**src/sv/hdq_pkg.sv**
```systemverilog
// shared types, constants and the register file power-up table for the hdq slave
package hdq_pkg;

    localparam int REG_COUNT  = 128;
    localparam int REG_ADDR_W = $clog2(REG_COUNT);

    typedef enum logic [1:0] {
        OP_PULSE       = 2'd0,
        OP_LOCAL_WRITE = 2'd1,
        OP_LOCAL_READ  = 2'd2
    } op_t;

    typedef enum logic [2:0] {
        KIND_BREAK      = 3'd0,
        KIND_HOST_WRITE = 3'd1,
        KIND_TX_SLOT    = 3'd2,
        KIND_LOCAL_READ = 3'd3,
        KIND_CMD_ACK    = 3'd4
    } kind_t;

    typedef enum logic [2:0] {
        CFG_BREAK_MIN     = 3'd0,
        CFG_ONE_BIT_MAX   = 3'd1,
        CFG_TX_ONE_LOW    = 3'd2,
        CFG_TX_ZERO_LOW   = 3'd3,
        CFG_TX_BIT_PERIOD = 3'd4,
        CFG_RESP_DELAY    = 3'd5
    } cfg_idx_t;

    typedef struct packed {
        logic [15:0] break_min_us;
        logic [15:0] one_bit_max_us;
        logic [9:0]  tx_one_low_us;
        logic [9:0]  tx_zero_low_us;
        logic [9:0]  tx_bit_period_us;
        logic [9:0]  response_delay_us;
    } cfg_t;

    // register file access issued together with an accepted transaction
    typedef struct packed {
        logic       wr_en;
        logic       rd_en;
        logic       in_range;
        logic [6:0] addr;
        logic [7:0] wdata;
    } mem_req_t;

    // result run handed from the decoder to the slot sequencer
    typedef struct packed {
        logic       valid;
        kind_t      kind;
        logic [6:0] addr;
        logic [7:0] data;
        logic       from_mem;
    } job_t;

    localparam logic [7:0] INIT_TABLE [128] = '{
        8'h00,8'h00,8'h01,8'h00,8'h01,8'h00,8'h04,8'h9c,
        8'h0f,8'ha0,8'h10,8'h3c,8'h03,8'he8,8'h03,8'he8,
        8'h00,8'h01,8'h02,8'h03,8'h04,8'h05,8'h06,8'h07,
        8'h08,8'h09,8'h10,8'h11,8'h12,8'h13,8'h14,8'h15,
        8'h00,8'h01,8'h02,8'h03,8'h04,8'h05,8'h06,8'h07,
        8'h08,8'h09,8'h10,8'h11,8'h12,8'h13,8'h14,8'h15,
        8'h00,8'h01,8'h02,8'h03,8'h04,8'h05,8'h06,8'h07,
        8'h08,8'h09,8'h10,8'h11,8'h12,8'h13,8'h14,8'h15,
        8'h00,8'h01,8'h02,8'h03,8'h04,8'h05,8'h06,8'h07,
        8'h08,8'h09,8'h10,8'h11,8'h12,8'h13,8'h14,8'h15,
        8'h00,8'h01,8'h02,8'h03,8'h04,8'h05,8'h06,8'h07,
        8'h08,8'h09,8'h10,8'h11,8'h12,8'h13,8'h14,8'h15,
        8'h00,8'h01,8'h02,8'h03,8'h04,8'h05,8'h06,8'h07,
        8'h08,8'h09,8'h10,8'h11,8'h12,8'h13,8'h14,8'h15,
        8'h00,8'h01,8'h02,8'h03,8'h04,8'h05,8'h06,8'h07,
        8'h08,8'h09,8'h10,8'h11,8'h12,8'h13,8'h14,8'h15
    };

    function automatic logic [7:0] init_byte(input logic [6:0] addr);
        return INIT_TABLE[addr];
    endfunction

endpackage

```
**src/sv/hdq_ram.sv**
```systemverilog
// generic single-clock ram, one write port and one registered read port
module hdq_ram #(
    parameter int WIDTH = 8,
    parameter int DEPTH = 128
) (
    input  logic                     aclk,
    input  logic                     we,
    input  logic [$clog2(DEPTH)-1:0] waddr,
    input  logic [WIDTH-1:0]         wdata,
    input  logic                     re,
    input  logic [$clog2(DEPTH)-1:0] raddr,
    output logic [WIDTH-1:0]         rdata
);

    logic [WIDTH-1:0] mem [DEPTH];
    logic [WIDTH-1:0] rdata_reg;

    always_ff @(posedge aclk) begin
        if (we) begin
            mem[waddr] <= wdata;
        end
        if (re) begin
            rdata_reg <= mem[raddr];
        end
    end

    assign rdata = rdata_reg;

endmodule

```
**src/sv/hdq_regfile.sv**
```systemverilog
// register file: ram plus per-entry written bits, unwritten entries read the power-up table
module hdq_regfile (
    input  logic              aclk,
    input  logic              aresetn,
    input  hdq_pkg::mem_req_t req,
    output logic [7:0]        rd_byte
);
    import hdq_pkg::*;

    logic [REG_COUNT-1:0]  written_reg;
    logic                  vld_q_reg;
    logic                  range_q_reg;
    logic [6:0]            addr_q_reg;
    logic [7:0]            ram_q;
    logic [REG_ADDR_W-1:0] idx;

    assign idx = req.addr[REG_ADDR_W-1:0];

    hdq_ram #(
        .WIDTH(8),
        .DEPTH(REG_COUNT)
    ) u_ram (
        .aclk (aclk),
        .we   (req.wr_en),
        .waddr(idx),
        .wdata(req.wdata),
        .re   (req.rd_en),
        .raddr(idx),
        .rdata(ram_q)
    );

    always_ff @(posedge aclk) begin
        if (!aresetn) begin
            written_reg <= '0;
        end else if (req.wr_en) begin
            written_reg[idx] <= 1'b1;
        end
    end

    // read side info held alongside the ram output until the next read
    always_ff @(posedge aclk) begin
        if (req.rd_en) begin
            vld_q_reg   <= written_reg[idx];
            range_q_reg <= req.in_range;
            addr_q_reg  <= req.addr;
        end
    end

    assign rd_byte = !range_q_reg ? 8'h00 :
                     vld_q_reg    ? ram_q : init_byte(addr_q_reg);

endmodule

```
**src/sv/hdq_rx.sv**
```systemverilog
// frame decoder: break detection, bit assembly, command handling and local access
module hdq_rx (
    input  logic              aclk,
    input  logic              aresetn,
    input  hdq_pkg::cfg_t     cfg,
    input  logic              accept,
    input  logic [1:0]        s_opcode,
    input  logic [15:0]       s_pulse_us,
    input  logic [7:0]        s_local_addr,
    input  logic [7:0]        s_local_value,
    output hdq_pkg::job_t     job,
    output hdq_pkg::mem_req_t req
);
    import hdq_pkg::*;

    logic       receiving_reg, receiving_next;
    logic       past_cmd_reg, past_cmd_next;
    logic [2:0] bit_idx_reg, bit_idx_next;
    logic [7:0] shift_reg, shift_next;
    logic [7:0] cmd_reg, cmd_next;
    logic       local_in_range;
    logic       cmd_in_range;
    logic       is_break;

    assign local_in_range = 32'(s_local_addr) < REG_COUNT;
    assign cmd_in_range   = 32'(cmd_reg[6:0]) < REG_COUNT;
    assign is_break       = s_pulse_us > cfg.break_min_us;

    always_comb begin
        receiving_next = receiving_reg;
        past_cmd_next  = past_cmd_reg;
        bit_idx_next   = bit_idx_reg;
        shift_next     = shift_reg;
        cmd_next       = cmd_reg;
        job            = '0;
        req            = '0;
        if (accept) begin
            case (op_t'(s_opcode))
                OP_LOCAL_WRITE: begin
                    req.wr_en = local_in_range;
                    req.addr  = s_local_addr[6:0];
                    req.wdata = s_local_value;
                end
                OP_LOCAL_READ: begin
                    req.rd_en     = 1'b1;
                    req.in_range  = local_in_range;
                    req.addr      = s_local_addr[6:0];
                    job.valid     = 1'b1;
                    job.kind      = KIND_LOCAL_READ;
                    job.addr      = s_local_addr[6:0];
                    job.from_mem  = 1'b1;
                end
                OP_PULSE: begin
                    if (!receiving_reg) begin
                        if (is_break) begin
                            receiving_next = 1'b1;
                            past_cmd_next  = 1'b0;
                            bit_idx_next   = '0;
                            shift_next     = '0;
                            job.valid      = 1'b1;
                            job.kind       = KIND_BREAK;
                        end
                    end else if (is_break) begin
                        // overlong data pulse aborts the frame
                        receiving_next = 1'b0;
                        bit_idx_next   = '0;
                    end else begin
                        shift_next   = {s_pulse_us < cfg.one_bit_max_us, shift_reg[7:1]};
                        bit_idx_next = bit_idx_reg + 3'd1;
                        if (bit_idx_reg == 3'd7) begin
                            if (past_cmd_reg) begin
                                req.wr_en = cmd_in_range;
                                req.addr  = cmd_reg[6:0];
                                req.wdata = shift_next;
                                job.valid = 1'b1;
                                job.kind  = KIND_HOST_WRITE;
                                job.addr  = cmd_reg[6:0];
                                job.data  = shift_next;
                            end else begin
                                cmd_next  = shift_next;
                                job.valid = 1'b1;
                                job.addr  = shift_next[6:0];
                                if (shift_next[7]) begin
                                    past_cmd_next = 1'b1;
                                    job.kind      = KIND_CMD_ACK;
                                    job.data      = shift_next;
                                end else begin
                                    // read command: reply then wait for a new break
                                    receiving_next = 1'b0;
                                    past_cmd_next  = 1'b0;
                                    req.rd_en      = 1'b1;
                                    req.in_range   = 32'(shift_next[6:0]) < REG_COUNT;
                                    req.addr       = shift_next[6:0];
                                    job.kind       = KIND_TX_SLOT;
                                    job.from_mem   = 1'b1;
                                end
                            end
                        end
                    end
                end
                default: begin
                end
            endcase
        end
    end

    always_ff @(posedge aclk) begin
        if (!aresetn) begin
            receiving_reg <= 1'b0;
            past_cmd_reg  <= 1'b0;
            bit_idx_reg   <= '0;
            shift_reg     <= '0;
            cmd_reg       <= '0;
        end else begin
            receiving_reg <= receiving_next;
            past_cmd_reg  <= past_cmd_next;
            bit_idx_reg   <= bit_idx_next;
            shift_reg     <= shift_next;
            cmd_reg       <= cmd_next;
        end
    end

endmodule

```
**src/sv/hdq_tx.sv**
```systemverilog
// result sequencer: holds one run, steps transmit slots, drives the output register
module hdq_tx (
    input  logic          aclk,
    input  logic          aresetn,
    input  hdq_pkg::cfg_t cfg,
    input  hdq_pkg::job_t job_in,
    input  logic [7:0]    rd_byte,
    output logic          job_free,
    output logic          m_valid,
    input  logic          m_ready,
    output logic [2:0]    m_kind,
    output logic [6:0]    m_reg_addr,
    output logic [7:0]    m_data_byte,
    output logic [9:0]    m_lead_high_us,
    output logic [9:0]    m_low_us,
    output logic [9:0]    m_high_us,
    output logic          m_bit_value,
    output logic          m_last
);
    import hdq_pkg::*;

    job_t       job_reg;
    logic [2:0] slot_reg;
    logic       m_valid_reg;
    logic [2:0] kind_reg;
    logic [6:0] addr_reg;
    logic [7:0] data_reg;
    logic [9:0] lead_reg, low_reg, high_reg;
    logic       bit_reg, last_reg;

    logic       out_free, emit, is_tx, done;
    logic [7:0] byte_val;
    logic       b;
    logic [9:0] low_val, high_val;

    assign out_free = !m_valid_reg || m_ready;
    assign emit     = job_reg.valid && out_free;
    assign is_tx    = job_reg.kind == KIND_TX_SLOT;
    assign done     = emit && (!is_tx || slot_reg == 3'd7);
    assign job_free = !job_reg.valid || done;

    assign byte_val = job_reg.from_mem ? rd_byte : job_reg.data;
    assign b        = byte_val[slot_reg];
    assign low_val  = b ? cfg.tx_one_low_us : cfg.tx_zero_low_us;
    assign high_val = (cfg.tx_bit_period_us > low_val) ?
                      cfg.tx_bit_period_us - low_val : 10'd0;

    always_ff @(posedge aclk) begin
        if (!aresetn) begin
            job_reg     <= '0;
            slot_reg    <= '0;
            m_valid_reg <= 1'b0;
        end else begin
            if (job_free) begin
                job_reg  <= job_in;
                slot_reg <= '0;
            end else if (emit) begin
                slot_reg <= slot_reg + 3'd1;
            end
            if (emit) begin
                m_valid_reg <= 1'b1;
            end else if (m_ready) begin
                m_valid_reg <= 1'b0;
            end
        end
    end

    always_ff @(posedge aclk) begin
        if (emit) begin
            kind_reg <= job_reg.kind;
            addr_reg <= job_reg.addr;
            data_reg <= byte_val;
            if (is_tx) begin
                lead_reg <= (slot_reg == 3'd0) ? cfg.response_delay_us : 10'd0;
                low_reg  <= low_val;
                high_reg <= high_val;
                bit_reg  <= b;
                last_reg <= slot_reg == 3'd7;
            end else begin
                lead_reg <= '0;
                low_reg  <= '0;
                high_reg <= '0;
                bit_reg  <= 1'b0;
                last_reg <= 1'b1;
            end
        end
    end

    assign m_valid        = m_valid_reg;
    assign m_kind         = kind_reg;
    assign m_reg_addr     = addr_reg;
    assign m_data_byte    = data_reg;
    assign m_lead_high_us = lead_reg;
    assign m_low_us       = low_reg;
    assign m_high_us      = high_reg;
    assign m_bit_value    = bit_reg;
    assign m_last         = last_reg;

endmodule

```
**src/sv/hdq_slave_register_file.sv**
```systemverilog
// top level of the single-wire hdq slave with its byte register file
//
// s_ channel: one transaction per measured line low pulse (opcode 0) or per
// local register write (1) or read (2). m_ channel: result transactions, one
// per break, command ack, host write or local read, eight per read command
// (one transmit slot per bit, lsb first); m_last marks the end of each run.
// cfg_ channel: always ready, writes timing register cfg_index with cfg_data;
// indexes past the last register are dropped. write it only while idle.
// flow: an accepted transaction's run waits in the sequencer's run register
// and moves on into the output register. a run of n results leaves the slot
// sequencer one per cycle while m_ready is high, so a read command holds
// s_ready low until its last slot is emitted and other transactions can be
// accepted every cycle; the output register sets this rate, it accepts the
// next transaction when the current run's last result moves into it. the
// register file does one ram read at acceptance, data ready the cycle after.
// reset: frame state returns to awaiting break, timing registers go to
// their defaults and the written bits clear, so every entry reads its
// power-up value at once; no clearing pass.
// stall: with m_ready low the output register holds, the sequencer keeps
// one run waiting and s_ready drops until that run can drain.
module hdq_slave_register_file (
    input  logic        aclk,
    input  logic        aresetn,
    // input transactions
    input  logic        s_valid,
    output logic        s_ready,
    input  logic [1:0]  s_opcode,
    input  logic [15:0] s_pulse_us,
    input  logic [7:0]  s_local_addr,
    input  logic [7:0]  s_local_value,
    // result transactions
    output logic        m_valid,
    input  logic        m_ready,
    output logic [2:0]  m_kind,
    output logic [6:0]  m_reg_addr,
    output logic [7:0]  m_data_byte,
    output logic [9:0]  m_lead_high_us,
    output logic [9:0]  m_low_us,
    output logic [9:0]  m_high_us,
    output logic        m_bit_value,
    output logic        m_last,
    // configuration writes
    input  logic        cfg_valid,
    output logic        cfg_ready,
    input  logic [2:0]  cfg_index,
    input  logic [15:0] cfg_data
);
    import hdq_pkg::*;

    cfg_t     cfg_reg;
    job_t     job;
    mem_req_t req;
    logic     accept;
    logic [7:0] rd_byte;

    // config port never stalls
    assign cfg_ready = 1'b1;

    always_ff @(posedge aclk) begin
        if (!aresetn) begin
            cfg_reg.break_min_us      <= 16'd190;
            cfg_reg.one_bit_max_us    <= 16'd50;
            cfg_reg.tx_one_low_us     <= 10'd20;
            cfg_reg.tx_zero_low_us    <= 10'd120;
            cfg_reg.tx_bit_period_us  <= 10'd200;
            cfg_reg.response_delay_us <= 10'd100;
        end else if (cfg_valid) begin
            case (cfg_idx_t'(cfg_index))
                CFG_BREAK_MIN:     cfg_reg.break_min_us      <= cfg_data;
                CFG_ONE_BIT_MAX:   cfg_reg.one_bit_max_us    <= cfg_data;
                CFG_TX_ONE_LOW:    cfg_reg.tx_one_low_us     <= cfg_data[9:0];
                CFG_TX_ZERO_LOW:   cfg_reg.tx_zero_low_us    <= cfg_data[9:0];
                CFG_TX_BIT_PERIOD: cfg_reg.tx_bit_period_us  <= cfg_data[9:0];
                CFG_RESP_DELAY:    cfg_reg.response_delay_us <= cfg_data[9:0];
                default: begin
                end
            endcase
        end
    end

    // input transaction taken whenever the sequencer can load a new run
    assign accept = s_valid && s_ready;

    hdq_rx u_rx (
        .aclk         (aclk),
        .aresetn      (aresetn),
        .cfg          (cfg_reg),
        .accept       (accept),
        .s_opcode     (s_opcode),
        .s_pulse_us   (s_pulse_us),
        .s_local_addr (s_local_addr),
        .s_local_value(s_local_value),
        .job          (job),
        .req          (req)
    );

    // register file, written and read at the acceptance edge
    hdq_regfile u_regfile (
        .aclk   (aclk),
        .aresetn(aresetn),
        .req    (req),
        .rd_byte(rd_byte)
    );

    hdq_tx u_tx (
        .aclk          (aclk),
        .aresetn       (aresetn),
        .cfg           (cfg_reg),
        .job_in        (job),
        .rd_byte       (rd_byte),
        .job_free      (s_ready),
        .m_valid       (m_valid),
        .m_ready       (m_ready),
        .m_kind        (m_kind),
        .m_reg_addr    (m_reg_addr),
        .m_data_byte   (m_data_byte),
        .m_lead_high_us(m_lead_high_us),
        .m_low_us      (m_low_us),
        .m_high_us     (m_high_us),
        .m_bit_value   (m_bit_value),
        .m_last        (m_last)
    );

    // single-result runs always carry last and no slot timing
    a_single_last: assert property (@(posedge aclk) disable iff (!aresetn)
        m_valid && m_kind != KIND_TX_SLOT |-> m_last && m_low_us == 10'd0 &&
        m_high_us == 10'd0 && m_lead_high_us == 10'd0)
        else $error("non-slot result with slot fields or without last");

    // a taken slot that is not the last is followed by the next slot
    a_slot_follow: assert property (@(posedge aclk) disable iff (!aresetn)
        m_valid && m_ready && m_kind == KIND_TX_SLOT && !m_last |=>
        m_valid && m_kind == KIND_TX_SLOT)
        else $error("transmit run broken up");

    // no new input while a stalled reply still has slots to send
    a_no_accept_mid_run: assert property (@(posedge aclk) disable iff (!aresetn)
        m_valid && !m_ready && m_kind == KIND_TX_SLOT && !m_last |-> !s_ready)
        else $error("input accepted during a pending transmit run");

    // only the first slot of a reply carries the response delay
    a_lead_first: assert property (@(posedge aclk) disable iff (!aresetn)
        m_valid && m_ready && m_kind == KIND_TX_SLOT && !m_last |=>
        m_lead_high_us == 10'd0)
        else $error("lead high time on a later slot");

endmodule
```
**config.mk**
```make
export PLATFORM = sky130hd
export DESIGN_NAME = hdq_slave_register_file
export DESIGN_NICKNAME = d
export VERILOG_FILES = /design/src/sv/hdq_pkg.sv /design/src/sv/hdq_ram.sv /design/src/sv/hdq_regfile.sv /design/src/sv/hdq_rx.sv /design/src/sv/hdq_tx.sv /design/src/sv/hdq_slave_register_file.sv
export SDC_FILE = /design/constraint.sdc
export NUM_CORES = 2
export LEC_CHECK = 0
export BUFFER_PORTS_ARGS = -buffer_cell sky130_fd_sc_hd__buf_2
export CAP_MARGIN = 20
export CORE_MARGIN = 2
export CORE_UTILIZATION = 40
export CTS_CLUSTER_SIZE = 8
export DETAILED_ROUTE_END_ITERATION = 10
export PLACE_DENSITY_LB_ADDON = 0.12
export SYNTH_ARGS = -nofsm -noshare
export SYNTH_HDL_FRONTEND = slang
export SYNTH_SLANG_ARGS = --single-unit
```
**constraint.sdc**
```tcl
create_clock -name aclk -period 7.4 [get_ports aclk]
set_clock_uncertainty 0.05 [all_clocks]
set_input_delay 0.37 -clock aclk [delete_from_list [all_inputs] [get_ports aclk]]
set_output_delay 0.37 -clock aclk [all_outputs]
set_load 0.02 [all_outputs]
```
==> summary.txt <==
Placed design
  – Placed cells: 5581
  – IO buf count: 109
  – Dpl hpwl: 101000 µm
  – RD Place Congestion: 0.869

CTS
  – Clock latency on the worst-skew pair: 810 ps
  – Hold buffers post-CTS: 30
  – Clk pin slew, worst setup/hold paths: 50 ps
  – CTS Buf Count: 184
  – Post-CTS Setup Bufs: 0
  – Post-CTS Resized: 0
  – Clk root buf: clkbuf_16
  – Htree depth: 4
  – Longest Clk Path Bufs: 3
  – CTS tree: built
  – Sink Count: 1333

Synthesis
  – Synth Area in Compound Gates: 0.143
  – Post-synthesis register bit count: 1333
  – Ys async rst share: 0
  – Synth top area cells: edfxtp_1 (63%), dfxtp_1 (9.3%), nand2_1 (3.8%), a21oi_1 (3.5%), a221oi_1 (2.5%)
  – Avg Cell Area, Syn: 13.8 µm²
  – Share of the synthesized area in the top cell type: 0.631
  – Synth cell types: 79
  – Synth Area in Simple Gates: 0.0731
  – Xor/xnor share of the synthesized area: 0.00101
  – Syn. warnings: 0
  – Mux cell area share after synthesis: 0.0200
  – Adder-Cell Fraction of Synth Area: 0.0138
  – Post-synthesis cell area: 51900 µm²
  – Yosys top cell by area: edfxtp_1
  – Register area share after synthesis: 0.724
  – Post-synthesis cell count: 3765
  – Top FF cell, synth: edfxtp_1
  – Syn nets: 3879
  – Largest family of logic cells by synthesized area: compound AO/OA/AOI/OAI gates
  – Post-synth EDFFs: 1091

Route
  – DRT Pass-1 Iters: 8
  – Drc violations: 0
  – Post-Route WL: 164000 µm
  – Antenna-violating nets left: 0
  – WL/cell: 27.5 µm
  – Via Count: 33800
  – First DRT Iteration DRCs: 3386
  – Vias per cell: 5.68

Global routing
  – Grt total ovfl: 0
  – Largest net degree at the start of global routing: 129
  – Vias in the first global route: 33300
  – Global-route wire length before repair: 238000 µm
  – Initial antenna violation count: 0
  – GR Util All Layers: 0.246

Setup path
  – Worst Path Arrival: 6420 ps
  – Setup crit start kind: flip-flop
  – Worst-path fanout max: 92
  – R2R cell count: 14
  – Critical path type: reg2reg
  – CP Capture Type: flip-flop
  – Data required, critical path: 7840 ps

STA
  – Fin Setup TNS: 0 ps
  – Worst slew pin tran: 1170 ps
  – Final min period: 5980 ps
  – Max-slew headroom: 0.209
  – Period utilisation layout: 0.808
  – Hold Violations, Final: 0
  – Final Slew Violations: 0
  – Hold slack: 92.2 ps
  – Maximum clock frequency: 0.167 GHz
  – Final setup violating endpoints: 0
  – RSZ-0062 raised after global routing: no

Hold path
  – Worst hold stages: 3
  – Hold Crit Class: in2reg

Final layout
  – Register Area: 37600 µm²
  – Fillers: 11500
  – Footprint of the multi-input gates: 13100 µm²
  – Layout area overhead: 17.7%
  – Finished Core Util: 0.473
  – Max FFs per register: 1024
  – Commonest non-fill, non-tap cell in the layout: edfxtp_1
  – Layout cells sized above 1: 0.134
  – Most frequent cells in the layout: edfxtp_1 (1091), nand2_1 (529), a21oi_1 (365)
  – Nets@finish: 4169
  – Non-Filler Instances: 5948

Pwr
  – Switching part of the total: 0.223
  – Static Leak: 20.9 nW
  – Sequential power share: 0.486
  – Cell internal pwr: 0.0130 W
  – VDD IR max: 0.229 mV
  – Power density cells: 273 nW/µm²
  – Net Sw Power: 0.00372 W
  – Clk network pwr share: 0.474
  – Logic pwr share: 0.040

Die
  – Rows: 132
  – Die Area: 133000 µm²
  – Core area: 129000 µm²
  – Initial Utilization: 0.402
  – Die W: 364 µm
  – Ports: 111
  – Die H: 364 µm

Job
  – Max-Cap Viols: 0

Run status
  – Result of the run: complete, no violations
-- critical path: stages (launching register included) --
cell	delay, ps
dfxtp_1	320
inv_1	40
ha_1	290
nand2_1	70
or3_1	380
or4_4	560
nand3_1	380
o22ai_1	140
o211ai_1	560
nand2_4	420
buf_12	330
a222oi_1	470
a31oi_1	190
o41ai_1	990
o2111ai_1	260
-- per-stage QoR --
step	setup slack [ps]	cell area (µm²)	total power [W]
floorplan	1450	51900	0.00861
global placement	1530	55300	0.00891
detailed placement	1490	55300	0.00891
CTS	1480	61100	0.0168
global route	934	61100	0.0172
finish	1420	61100	0.0167
-- final cells by class --
type,instances,area share
Tap cell,1742,0.0357
Sequential cell,1333,0.616
Clock buffer,322,0.0842
Antenna cell,1,0.0000410
Inverter,67,0.00412
Timing Repair Buffer,327,0.0403
Clock inverter,14,0.00490
Multi-Input combinational cell,2142,0.215
-- kinds of logic (layout without fill, tap and decap cells) --
| group | after synthesis | after routing |
|---|---|---|
| fa+ha+maj | 57 | 57 |
| simple gates | 906 | 906 |
| buf+inv | 290 | 730 |
| xor+xnor | 6 | 6 |
| mux | 99 | 99 |
| flops | 1333 | 1333 |
| other cells | 1 | 2 |
| compound gates | 1073 | 1073 |
-- cells in the mapped netlist, drive strengths merged (21+ instances only) --
master and number:
edfxtp 1091, nand2 532, a21oi 366, dfxtp 242, nor2 212, a221oi 156, o21a 133, buf 113
clkbuf 110, a22oi 87, mux2i 81, a22o 76, inv 66, a31oi 56, ha 55, o21ai 51
nand3 45, o22ai 22, nor3 21, o41ai 21
-- final timing paths --
kind                                 startpoint                             endpoint  slack [ps]
setup / recovery       cfg_reg[55]$_SDFFE_PN0P_   u_regfile.u_ram.rdata[0]$_DFFE_PP_        1420
hold / removal                 s_local_value[7]  u_regfile.u_ram.mem[2][7]$_DFFE_PP_          90
setup reg to reg       cfg_reg[55]$_SDFFE_PN0P_   u_regfile.u_ram.rdata[0]$_DFFE_PP_        1420
hold reg to reg   u_tx.job_reg[14]$_SDFFE_PN0N_         u_tx.m_reg_addr[5]$_DFFE_PP_         380
-- power by group through the flow --
stage | clock, W | sequential (W) | combinational [W]
floorplan | 0 | 0.00827 | 0.000346
global placement | 0 | 0.00826 | 0.000649
detailed placement | 0 | 0.00826 | 0.000652
CTS | 0.00806 | 0.00811 | 0.000667
global route | 0.00837 | 0.00811 | 0.000709
finish | 0.00792 | 0.00811 | 0.000667
-- per-layer routing --
metal  global-route usage  share of wire  vias up
met5                    0              0        -
met4               0.0798          0.030        0
met3               0.0459          0.070      250
met2                0.386           0.46     1305
met1                0.345           0.44    17200
li1                     -              -    15100
Power figures use the tool's default switching activity.
